[config.mk]
export PLATFORM = sky130hd
export DESIGN_NAME = lru_tlb_miss_counter_core
export DESIGN_NICKNAME = d
export VERILOG_FILES = /design/src/design/ltlb_pkg.sv /design/src/design/ltlb_ram.sv /design/src/design/ltlb_dp.sv /design/src/design/ltlb_ctrl.sv /design/src/design/lru_tlb_miss_counter_core.sv
export SDC_FILE = /design/constraint.sdc
export NUM_CORES = 1
export LEC_CHECK = 0
export BUFFER_PORTS_ARGS = -buffer_cell sky130_fd_sc_hd__buf_4
export CAP_MARGIN = 20
export CORE_ASPECT_RATIO = 0.7
export CORE_UTILIZATION = 45
export CTS_CLUSTER_SIZE = 16
export DETAILED_ROUTE_END_ITERATION = 12
export MAX_ROUTING_LAYER = met4
export PLACE_DENSITY = 0.67
export SKIP_CTS_REPAIR_TIMING = 1
export SYNTH_ARGS = -nofsm -noshare
export SYNTH_HDL_FRONTEND = slang
export SYNTH_SLANG_ARGS = --single-unit
[constraint.sdc]
create_clock -name clk -period 3.15 [get_ports clk]
set_clock_uncertainty 0.1 [all_clocks]
set_input_delay 0.315 -clock clk [delete_from_list [all_inputs] [get_ports clk]]
set_output_delay 0.315 -clock clk [all_outputs]
set_load 0.02 [all_outputs]
[src/design/ltlb_pkg.sv]
// ltlb_pkg: shared constants, types and FSM encoding for the LRU TLB miss counter.
// No dependencies; used by ltlb_dp, ltlb_ctrl and the top level.
package ltlb_pkg;

  localparam int ENTRIES    = 20;
  localparam int PAGE_SHIFT = 14;
  localparam int ADDR_BITS  = 48;
  localparam int TAG_BITS   = ADDR_BITS - PAGE_SHIFT;
  localparam int IDX_BITS   = (ENTRIES > 1) ? $clog2(ENTRIES) : 1;
  localparam int RANK_BITS  = IDX_BITS;
  localparam int CNT_BITS   = 32;
  localparam logic [CNT_BITS-1:0] CNT_MAX = {CNT_BITS{1'b1}};
  localparam logic [IDX_BITS-1:0] LAST_IDX = IDX_BITS'(ENTRIES - 1);
  localparam logic [RANK_BITS-1:0] OLDEST_RANK = RANK_BITS'(ENTRIES - 1);

  typedef enum logic [2:0] {
    ST_IDLE,
    ST_SCAN,
    ST_DRAIN,
    ST_UPDATE,
    ST_DONE
  } state_t;

  typedef struct packed {
    logic start;
    logic scan;
    logic update;
    logic load_out;
  } cmd_t;

  typedef struct packed {
    logic scan_last;
  } stat_t;

endpackage

[src/design/ltlb_ram.sv]
// ltlb_ram: generic single-write, single-read RAM with registered read data.
// No dependencies.
module ltlb_ram #(
  parameter int WIDTH = 8,
  parameter int DEPTH = 16,
  localparam int AW = (DEPTH > 1) ? $clog2(DEPTH) : 1
) (
  input  logic             clk,
  input  logic             we,
  input  logic [AW-1:0]    waddr,
  input  logic [WIDTH-1:0] wdata,
  input  logic [AW-1:0]    raddr,
  output logic [WIDTH-1:0] rdata
);

  logic [WIDTH-1:0] mem [DEPTH];
  logic [WIDTH-1:0] rdata_r;

  always_ff @(posedge clk) begin
    if (we) begin
      mem[waddr] <= wdata;
    end
    rdata_r <= mem[raddr];
  end

  assign rdata = rdata_r;

endmodule

[src/design/ltlb_dp.sv]
// ltlb_dp: TLB datapath - tag RAM, valid bits, recency ranks, scan logic, miss counter,
// output register. Depends on ltlb_pkg and ltlb_ram; driven by ltlb_ctrl commands.
module ltlb_dp (
  input  logic                             clk,
  input  logic                             rst_n,
  input  ltlb_pkg::cmd_t                   cmd,
  output ltlb_pkg::stat_t                  stat,
  input  logic [ltlb_pkg::ADDR_BITS-1:0]   in_byte_address,
  output logic                             out_was_hit,
  output logic [ltlb_pkg::CNT_BITS-1:0]    out_total_misses
);

  logic [ltlb_pkg::TAG_BITS-1:0]  page_r;
  logic [ltlb_pkg::IDX_BITS-1:0]  idx_r;
  logic [ltlb_pkg::IDX_BITS-1:0]  cmp_idx_r;
  logic                           cmp_vld_r;
  logic                           hit_found_r;
  logic [ltlb_pkg::IDX_BITS-1:0]  hit_idx_r;
  logic [ltlb_pkg::RANK_BITS-1:0] hit_rank_r;
  logic                           free_found_r;
  logic [ltlb_pkg::IDX_BITS-1:0]  free_idx_r;
  logic                           vic_seen_r;
  logic [ltlb_pkg::IDX_BITS-1:0]  vic_idx_r;
  logic [ltlb_pkg::RANK_BITS-1:0] vic_rank_r;
  logic                           valid_r [ltlb_pkg::ENTRIES];
  logic [ltlb_pkg::RANK_BITS-1:0] rank_r  [ltlb_pkg::ENTRIES];
  logic [ltlb_pkg::CNT_BITS-1:0]  miss_cnt_r;
  logic                           out_hit_r;
  logic [ltlb_pkg::CNT_BITS-1:0]  out_cnt_r;

  logic [ltlb_pkg::TAG_BITS-1:0]  rd_tag;
  logic                           cur_valid;
  logic [ltlb_pkg::RANK_BITS-1:0] cur_rank;
  logic                           tag_eq;
  logic [ltlb_pkg::IDX_BITS-1:0]  slot;
  logic                           tag_we;

  assign cur_valid = valid_r[cmp_idx_r];
  assign cur_rank  = rank_r[cmp_idx_r];
  assign tag_eq    = (rd_tag == page_r);
  assign slot      = hit_found_r  ? hit_idx_r  :
                     free_found_r ? free_idx_r : vic_idx_r;
  assign tag_we    = cmd.update && !hit_found_r;

  assign stat.scan_last = (idx_r == ltlb_pkg::LAST_IDX);

  ltlb_ram #(
    .WIDTH (ltlb_pkg::TAG_BITS),
    .DEPTH (ltlb_pkg::ENTRIES)
  ) u_tag_ram (
    .clk   (clk),
    .we    (tag_we),
    .waddr (slot),
    .wdata (page_r),
    .raddr (idx_r),
    .rdata (rd_tag)
  );

  // payload
  always_ff @(posedge clk) begin
    if (cmd.start) begin
      page_r <= in_byte_address[ltlb_pkg::ADDR_BITS-1:ltlb_pkg::PAGE_SHIFT];
    end
    cmp_idx_r <= idx_r;
    if (cmd.load_out) begin
      out_hit_r <= hit_found_r;
      out_cnt_r <= miss_cnt_r;
    end
  end

  // scan bookkeeping
  always_ff @(posedge clk) begin
    if (!rst_n) begin
      idx_r        <= '0;
      cmp_vld_r    <= 1'b0;
      hit_found_r  <= 1'b0;
      hit_idx_r    <= '0;
      hit_rank_r   <= '0;
      free_found_r <= 1'b0;
      free_idx_r   <= '0;
      vic_seen_r   <= 1'b0;
      vic_idx_r    <= '0;
      vic_rank_r   <= '0;
    end else begin
      cmp_vld_r <= cmd.scan;
      if (cmd.start) begin
        idx_r        <= '0;
        hit_found_r  <= 1'b0;
        free_found_r <= 1'b0;
        vic_seen_r   <= 1'b0;
      end else begin
        if (cmd.scan) begin
          idx_r <= idx_r + 1'b1;
        end
        if (cmp_vld_r) begin
          if (cur_valid) begin
            if (!hit_found_r && tag_eq) begin
              hit_found_r <= 1'b1;
              hit_idx_r   <= cmp_idx_r;
              hit_rank_r  <= cur_rank;
            end
            if (!vic_seen_r || cur_rank > vic_rank_r) begin
              vic_seen_r <= 1'b1;
              vic_idx_r  <= cmp_idx_r;
              vic_rank_r <= cur_rank;
            end
          end else if (!free_found_r) begin
            free_found_r <= 1'b1;
            free_idx_r   <= cmp_idx_r;
          end
        end
      end
    end
  end

  // entry state and miss counter
  always_ff @(posedge clk) begin
    if (!rst_n) begin
      for (int i = 0; i < ltlb_pkg::ENTRIES; i++) begin
        valid_r[i] <= 1'b0;
        rank_r[i]  <= '0;
      end
      miss_cnt_r <= '0;
    end else if (cmd.update) begin
      for (int i = 0; i < ltlb_pkg::ENTRIES; i++) begin
        if (ltlb_pkg::IDX_BITS'(i) == slot) begin
          valid_r[i] <= 1'b1;
          rank_r[i]  <= '0;
        end else if (valid_r[i] && (!hit_found_r || rank_r[i] < hit_rank_r)) begin
          rank_r[i] <= rank_r[i] + 1'b1;
        end
      end
      if (!hit_found_r && miss_cnt_r != ltlb_pkg::CNT_MAX) begin
        miss_cnt_r <= miss_cnt_r + 1'b1;
      end
    end
  end

  assign out_was_hit      = out_hit_r;
  assign out_total_misses = out_cnt_r;

`ifndef SYNTHESIS
  a_cnt_hold: assert property (@(posedge clk) disable iff (!rst_n)
    !cmd.update |=> $stable(miss_cnt_r))
    else $error("miss counter changed outside update");

  a_slot_found: assert property (@(posedge clk) disable iff (!rst_n)
    cmd.update |-> (hit_found_r || free_found_r || vic_seen_r))
    else $error("update with no target slot");

  a_victim_oldest: assert property (@(posedge clk) disable iff (!rst_n)
    cmd.update && !hit_found_r && !free_found_r |-> vic_rank_r == ltlb_pkg::OLDEST_RANK)
    else $error("evicted entry is not least recently used");
`endif

endmodule

[src/design/ltlb_ctrl.sv]
// ltlb_ctrl: sequencing FSM for one lookup (accept, scan, update, deliver) and output valid.
// Depends on ltlb_pkg; commands ltlb_dp.
module ltlb_ctrl (
  input  logic            clk,
  input  logic            rst_n,
  input  logic            in_valid,
  output logic            in_stall,
  output logic            out_valid,
  input  logic            out_stall,
  output ltlb_pkg::cmd_t  cmd,
  input  ltlb_pkg::stat_t stat
);

  ltlb_pkg::state_t state_r, state_nxt;
  logic             out_valid_r, out_valid_nxt;

  always_ff @(posedge clk) begin
    if (!rst_n) begin
      state_r     <= ltlb_pkg::ST_IDLE;
      out_valid_r <= 1'b0;
    end else begin
      state_r     <= state_nxt;
      out_valid_r <= out_valid_nxt;
    end
  end

  always_comb begin
    state_nxt    = state_r;
    cmd          = '0;
    in_stall     = 1'b1;
    unique case (state_r)
      ltlb_pkg::ST_IDLE: begin
        in_stall = 1'b0;
        if (in_valid) begin
          cmd.start = 1'b1;
          state_nxt = ltlb_pkg::ST_SCAN;
        end
      end
      ltlb_pkg::ST_SCAN: begin
        cmd.scan = 1'b1;
        if (stat.scan_last) begin
          state_nxt = ltlb_pkg::ST_DRAIN;
        end
      end
      ltlb_pkg::ST_DRAIN: begin
        state_nxt = ltlb_pkg::ST_UPDATE;
      end
      ltlb_pkg::ST_UPDATE: begin
        cmd.update = 1'b1;
        state_nxt  = ltlb_pkg::ST_DONE;
      end
      ltlb_pkg::ST_DONE: begin
        if (!out_valid_r || !out_stall) begin
          cmd.load_out = 1'b1;
          state_nxt    = ltlb_pkg::ST_IDLE;
        end
      end
      default: begin
        state_nxt = ltlb_pkg::ST_IDLE;
      end
    endcase
    if (cmd.load_out) begin
      out_valid_nxt = 1'b1;
    end else if (!out_stall) begin
      out_valid_nxt = 1'b0;
    end else begin
      out_valid_nxt = out_valid_r;
    end
  end

  assign out_valid = out_valid_r;

`ifndef SYNTHESIS
  a_load_sets_valid: assert property (@(posedge clk) disable iff (!rst_n)
    cmd.load_out |=> out_valid_r)
    else $error("loaded result not presented");

  a_scan_after_start: assert property (@(posedge clk) disable iff (!rst_n)
    cmd.start |=> cmd.scan)
    else $error("scan did not follow accepted item");
`endif

endmodule

[src/design/lru_tlb_miss_counter_core.sv]
// lru_tlb_miss_counter_core: top level of the fully associative LRU TLB miss counter.
// Depends on ltlb_pkg, ltlb_ctrl, ltlb_dp (which holds ltlb_ram).
//
//   channel  handshake            payload
//   in       in_valid/in_stall    in_byte_address[47:0]
//   out      out_valid/out_stall  out_was_hit, out_total_misses[31:0]
//
// An item is accepted, then the tag RAM scan reads one entry per cycle without stalling,
// then a drain, update and delivery step follow; a new item is taken only after delivery.
// Synchronous active-low reset clears valid bits, ranks and the miss counter at once.
// The output register holds a result under out_stall; a new item is accepted meanwhile
// and waits in the delivery step until that result is taken.
module lru_tlb_miss_counter_core (
  input  logic                           clk,
  input  logic                           rst_n,
  input  logic                           in_valid,
  output logic                           in_stall,
  input  logic [ltlb_pkg::ADDR_BITS-1:0] in_byte_address,
  output logic                           out_valid,
  input  logic                           out_stall,
  output logic                           out_was_hit,
  output logic [ltlb_pkg::CNT_BITS-1:0]  out_total_misses
);

  ltlb_pkg::cmd_t  cmd;
  ltlb_pkg::stat_t stat;

  ltlb_ctrl u_ctrl (
    .clk       (clk),
    .rst_n     (rst_n),
    .in_valid  (in_valid),
    .in_stall  (in_stall),
    .out_valid (out_valid),
    .out_stall (out_stall),
    .cmd       (cmd),
    .stat      (stat)
  );

  ltlb_dp u_dp (
    .clk              (clk),
    .rst_n            (rst_n),
    .cmd              (cmd),
    .stat             (stat),
    .in_byte_address  (in_byte_address),
    .out_was_hit      (out_was_hit),
    .out_total_misses (out_total_misses)
  );

endmodule
# After elaboration in Yosys (flattened, before gate mapping)
# Memories as Yosys holds them, arrays and structs flattened. A register that Yosys moved wholly into a read port is not among the register bits.
# Index checks and enable logic that the tools add are counted.
[totals] register_bits=142 mem_bits_rw=800 inputBits=52 output_inout_bits=35 elab_cells=475 mem_count=3
[memory_table] name="u_dp.u_tag_ram.mem" words=20 word_bits=34 rd=1 rd_ports_with_merged_regs=1 write_ports=1 line="ltlb_ram.sv:16" source="logic [WIDTH-1:0] mem [DEPTH];"
[memory_table] name="u_dp.rank_r" words=20 word_bits=5 rd=21 rd_ports_with_merged_regs=1 write_ports=20 line="ltlb_dp.sv:26" source="logic [ltlb_pkg::RANK_BITS-1:0] rank_r [ltlb_pkg::ENTRIES];"
[memory_table] name="u_dp.valid_r" words=20 word_bits=1 rd=21 rd_ports_with_merged_regs=1 write_ports=20 line="ltlb_dp.sv:25" source="logic valid_r [ltlb_pkg::ENTRIES];"
[classes] add_sub_neg=22 order_cmp=21 eq_ne=30 n_mux=258 bitwise_logic=64 n_reduce_logical=60
[op_table] cell="$mux W1" n=212
[op_table] cell="$mux W5" n=42
[op_table] cell="$add A5 B1 Y5 const B" n=21
[op_table] cell="$lt A5 B5 Y1" n=20
[op_table] cell="$or A1 B1 Y1" n=60
[op_table] cell="$eq A4 B5 Y1 const A" n=8
[op_table] cell="$eq A34 B34 Y1" n=1
[op_table] cell="$add A32 B1 Y32 const B" n=1
[op_table] cell="$ne A32 B32 Y1 const B" n=1
[op_table] cell="$logic_and A1 B1 Y1" n=23
[op_table] cell="$logic_or A1 B1 Y1" n=22
[op_table] cell="$eq A3 B5 Y1 const A" n=4
[op_table] cell="$eq A5 B5 Y1 const A" n=4
[op_table] cell="$pmux W3 S5" n=1
[op_table] cell="$reduce_and A4 Y1" n=3
[op_table] cell="$eq A2 B5 Y1 const A" n=2
[op_table] cell="$mux W3" n=3
[op_table] cell="$reduce_and A3 Y1" n=3
[op_table] cell="$eq A3 B2 Y1 const B" n=2
[op_table] cell="$eq A1 B5 Y1 const A" n=1
[op_table] cell="$eq A5 B5 Y1 const B" n=1
[op_table] cell="$gt A5 B5 Y1" n=1
[op_table] cell="$logic_not A5 Y1" n=1
[op_table] cell="$logic_not A1 Y1" n=4
[op_table] cell="8 further kinds" n=14

# Depth between registers and ports, before layout
[depth] word_depth=9 mapped_depth=15 mapped_depth_nobuf=12

# Cells and area by module
# Synthesis repeated with hierarchy kept, for this count alone.
[hier_totals] hier_cells=2730 hier_area_um2=41299.6
[modules_own_cells] mod="ltlb_ram" n_inst=1 cells_per_inst=1411 area_per_inst_um2=26904.6 seq_area_each_um2=21100.2
[modules_own_cells] mod="ltlb_dp" n_inst=1 cells_per_inst=1295 area_per_inst_um2=14172.3 seq_area_each_um2=6866.6
[modules_own_cells] mod="ltlb_ctrl" n_inst=1 cells_per_inst=24 area_per_inst_um2=222.7 seq_area_each_um2=80.1

# Worst setup path after synthesis
# OpenSTA, ideal clock, no wires.
[synth_timing] path_kind="reg-to-reg" start="register u_dp.free_found_r" end="memory u_dp.u_tag_ram.mem[18][0] (netlist bit), enable pin" setup_ns=0.425 t_arrival_ns=2.951 required_ns=2.625 setup_slack_ns=-0.327 path_stages_with_launch=8 path_buffers=3 synth_period_minus_slack_ns=3.477 path_cell_list="dfxtp_1 -> buf_2 -> mux2i_1 -> o21ai_0 -> or3_1 -> clkbuf_1 -> buf_2 -> nor2_1"
[synth_via] elab_chain_cells=2
[synth_rtl] item="start, declared" line="ltlb_dp.sv:20" source="logic free_found_r;"
[synth_rtl] item="start signal, assigned" line="ltlb_dp.sv:79" source="free_found_r <= 1'b0;"
[synth_rtl] item="start signal, assigned" line="ltlb_dp.sv:89" source="free_found_r <= 1'b0;"
[synth_rtl] item="start signal, assigned" line="ltlb_dp.sv:108" source="free_found_r <= 1'b1;"
[synth_rtl] item="$mux W5" line="ltlb_dp.sv:42" source="free_found_r ? free_idx_r : vic_idx_r;"
[synth_rtl] item="$mux W5" line="ltlb_dp.sv:41" source="assign slot = hit_found_r ? hit_idx_r :"
[synth_rtl] item="end, declared" line="ltlb_ram.sv:16"
# No other way between the ends.

==> flow_metrics.py <==
metrics = {
    "synthesis": {
        "synth_cells": 2306,
        "syn_area_mm2": 0.04068,
        "ys.warnings.count": 0,
        "synth_edf_count": 850,
        "synth-async-reset-ratio_pct": 0,
        "synth_seq_cells": 976,
        "avgSynthCellArea_um2": 17.64,
        "syn_nets": 2465,
        "synthDistinctLibCells": 61,
        "ys_seq_area_share_pct": 68.95,
        "synth_ff_type": "edfxtp_1",
    },
    "final_layout": {
        "syn2layout_area_growth_pct": 16.77,
        "final_cell_mix": "edfxtp_1, mux4_2, nor2_1",
        "final_nets": 2696,
        "fill_cells": 6897,
        "drive_above_1_share_pct": 24.84,
        "antenna_cells": 0,
        "final_common_cell": "edfxtp_1",
        "final_util_pct": 53.48,
    },
    "critical_path": {
        "ff2ff_path_depth": 12,
        "worstSetupStartpointType": "flip-flop",
        "crit_buf_inv": 2,
        "crit_fanout": 5,
        "r2r_start": "u_dp.cmp_idx_r[1]$_DFF_P_",
        "critPathMaxStageDelay_ns": 0.52,
        "crit_chain": "buf_12 > mux4_2 > mux2i_2 > o211ai_1 > ha_1 > nor2b_4 > o31ai_4 > a21oi_2 > o211ai_4 > buf_12 > mux2i_2 > nor2_1",
        "r2r_slack_ns": 0.03,
        "r2r-end": "u_dp.vic_idx_r[3]$_SDFFE_PN0P_",
        "crit_type": "reg2reg",
        "critPathSlowestCell": "mux4_2",
        "crit_required_ns": 3.58,
        "crit_family": "multiplexers",
        "crit_path_end_kind": "flip-flop",
        "crit_path_end": "u_dp.vic_idx_r[3]$_SDFFE_PN0P_",
        "cp-startpoint": "u_dp.cmp_idx_r[1]$_DFF_P_",
        "cp_num_cells": 12,
        "crit_arrival_ns": 3.55,
    },
    "sta": {
        "fmax_mhz": 320.5,
        "holdWs_ns": 0.2747,
        "fin_crit_sh_pct": 99.07,
        "setup_tns_ns": 0,
        "tightest_slew_ns": 0.8595,
        "rsz0062_at_grt": "yes",
        "setup_viol": 0,
        "setup_ws_ns": 0.02941,
        "hold_viol": 0,
        "report.final.slew_viol_count": 0,
        "period_needed_ns": 3.121,
        "max_slew_margin_pct": 42.21,
    },
    "clock_tree": {
        "h-tree-depth": 3,
        "clock_path_buffers": 3,
        "cts_tree": "done",
        "cts.sinks": 976,
        "numCtsBuffers": 93,
        "insertion_delay_ns": 0.66,
        "root_buffer": "clkbuf_16",
        "clkTransAtPathRegs_ns": 0.06,
    },
    "placement": {
        "port_buffers": 72,
        "gp_congestion": 0.8955,
        "dp_hpwl_um": 55650,
        "pre_cts_ws_ns": -0.04881,
    },
    "power": {
        "ir_drop_mv": 0.4389,
        "p_per_area_mw_per_mm2": 571.5,
        "power_mw": 27.15,
        "power_leakage_nw": 15.49,
    },
    "floorplanning": {
        "ioPinCount": 87,
        "fp.dieW_um": 361.3,
        "core_area_mm2": 0.08881,
        "dieArea_mm2": 0.09162,
        "fp-row-count": 91,
        "die_y_um": 253.5,
        "initial_core_util_pct": 45.80,
    },
    "global_routing": {
        "grt_pass1_wl_um": 143200,
        "grt_max_degree": 67,
        "track_usage_pct": 21.80,
        "gr-total-overflow": 0,
        "grt_pass1_vias": 22260,
        "antenna_found_initial": 0,
    },
    "min_path": {
        "worst_hold_path_type": "in2reg",
        "min_from": "in_byte_address[18]",
    },
    "drt": {
        "wl_per_cell_um": 25.56,
        "firstDrtPassIters": 5,
        "drtIter0Drc": 2557,
        "detail-route-antenna-nets": 0,
        "drc": 0,
        "vias_per_cell": 5.880,
        "routed_wl_um": 96570,
        "dr_total_vias": 22220,
    },
    "job": {
        "max_cap_viol_count": 0,
    },
    "status": {
        "status": "finished clean",
    },
}
routing by layer:
layer | track usage (%) | wire [um] | vias to the layer above
li1 | - | - | 9633
met3 | 3.952 | 6651 | 134
met1 | 31.04 | 43450 | 11700
met4 | 5.182 | 1874 | 0
met2 | 32.72 | 44600 | 760
met5 | - | 0 | -
through the flow:
stage / cells / instance area [um^2]
final: 3779 / 47500
after global routing: 3779 / 47500
after CTS: 3729 / 46920
after detailed placement: 3554 / 43690
after global placement: 3554 / 43690
after floorplan: 2306 / 40680
flip-flops by register name (all words and copies together) (netlist names), 3 cells and up:
name	flops
u_dp.hit_idx_r	5
u_dp.miss_cnt_r	32
u_dp.valid_r	20
u_dp.free_idx_r	5
u_dp.page_r	34
u_dp.rank_r	100
u_dp.out_total_misses	32
u_dp.vic_idx_r	5
u_dp.idx_r	5
u_dp.cmp_idx_r	5
u_dp.u_tag_ram.mem	680
u_dp.hit_rank_r	5
u_dp.u_tag_ram.rdata	34
u_ctrl.state_r	3
u_dp.vic_rank_r	5
Yosys cell counts, types with 15 or more instances:
library cell | number | area share [%]
o21a_1 | 25 | 0.46
mux4_2 | 220 | 12
nand2b_1 | 24 | 0.37
buf_2 | 24 | 0.30
nor2_1 | 215 | 2.0
mux2_2 | 35 | 0.97
o211a_1 | 19 | 0.47
a211oi_1 | 26 | 0.48
dfxtp_1 | 126 | 6.2
edfxtp_1 | 850 | 63
inv_1 | 36 | 0.33
mux2i_1 | 48 | 1.2
nand4_1 | 18 | 0.28
xor2_1 | 53 | 1.1
a21o_1 | 37 | 0.68
a21oi_1 | 20 | 0.25
clkbuf_1 | 52 | 0.48
nand3b_1 | 20 | 0.37
nand3_1 | 76 | 0.94
nand2_1 | 58 | 0.54
xnor2_1 | 72 | 1.6
ha_1 | 107 | 3.3
o21ai_0 | 15 | 0.18
o31ai_1 | 20 | 0.37
area by class of cell:
cell class / count / area (um^2) / area share [%]
sequential: 976 / 28060 / 59.09
multi-input combinational: 1198 / 12280 / 25.84
clock buffer: 124 / 2541 / 5.350
timing repair buffer: 231 / 2336 / 4.918
tap: 1162 / 1454 / 3.061
clock inverter: 51 / 688.2 / 1.449
inverter: 37 / 138.9 / 0.2924
where the power goes:
| group | switching, mW | total (mW) | internal, mW |
|---|---|---|---|
| combinational | 0.510 | 1.07 | 0.561 |
| clock | 4.94 | 11.8 | 6.82 |
| sequential | 0.186 | 14.3 | 14.1 |
| total | 5.64 | 27.1 | 21.5 |
worst min-delay path by stage:
stage                     cells after the start  slack (ns)                         endpoint
after CTS                                     1       -0.32        u_dp.page_r[19]$_DFFE_PP_
after floorplan                               0        0.23        u_dp.cmp_idx_r[3]$_DFF_P_
after detailed placement                      2        0.35   u_dp.hit_idx_r[0]$_SDFFE_PN0P_
after global routing                          2        0.25        u_dp.page_r[15]$_DFFE_PP_
final                                         2        0.27         u_dp.page_r[4]$_DFFE_PP_
after global placement                        2        0.34  u_dp.free_idx_r[3]$_SDFFE_PN0P_
logic make-up after synthesis:
family,count (synthesis),synth area share [%]
fa+ha+maj,107,3.291
mux,308,14.65
xor+xnor,125,2.692
compound gates,194,3.559
simple gates,464,5.408
flops,976,68.95
buf+inv,132,1.443
Note: power is estimated with default switching activity, not from simulation.
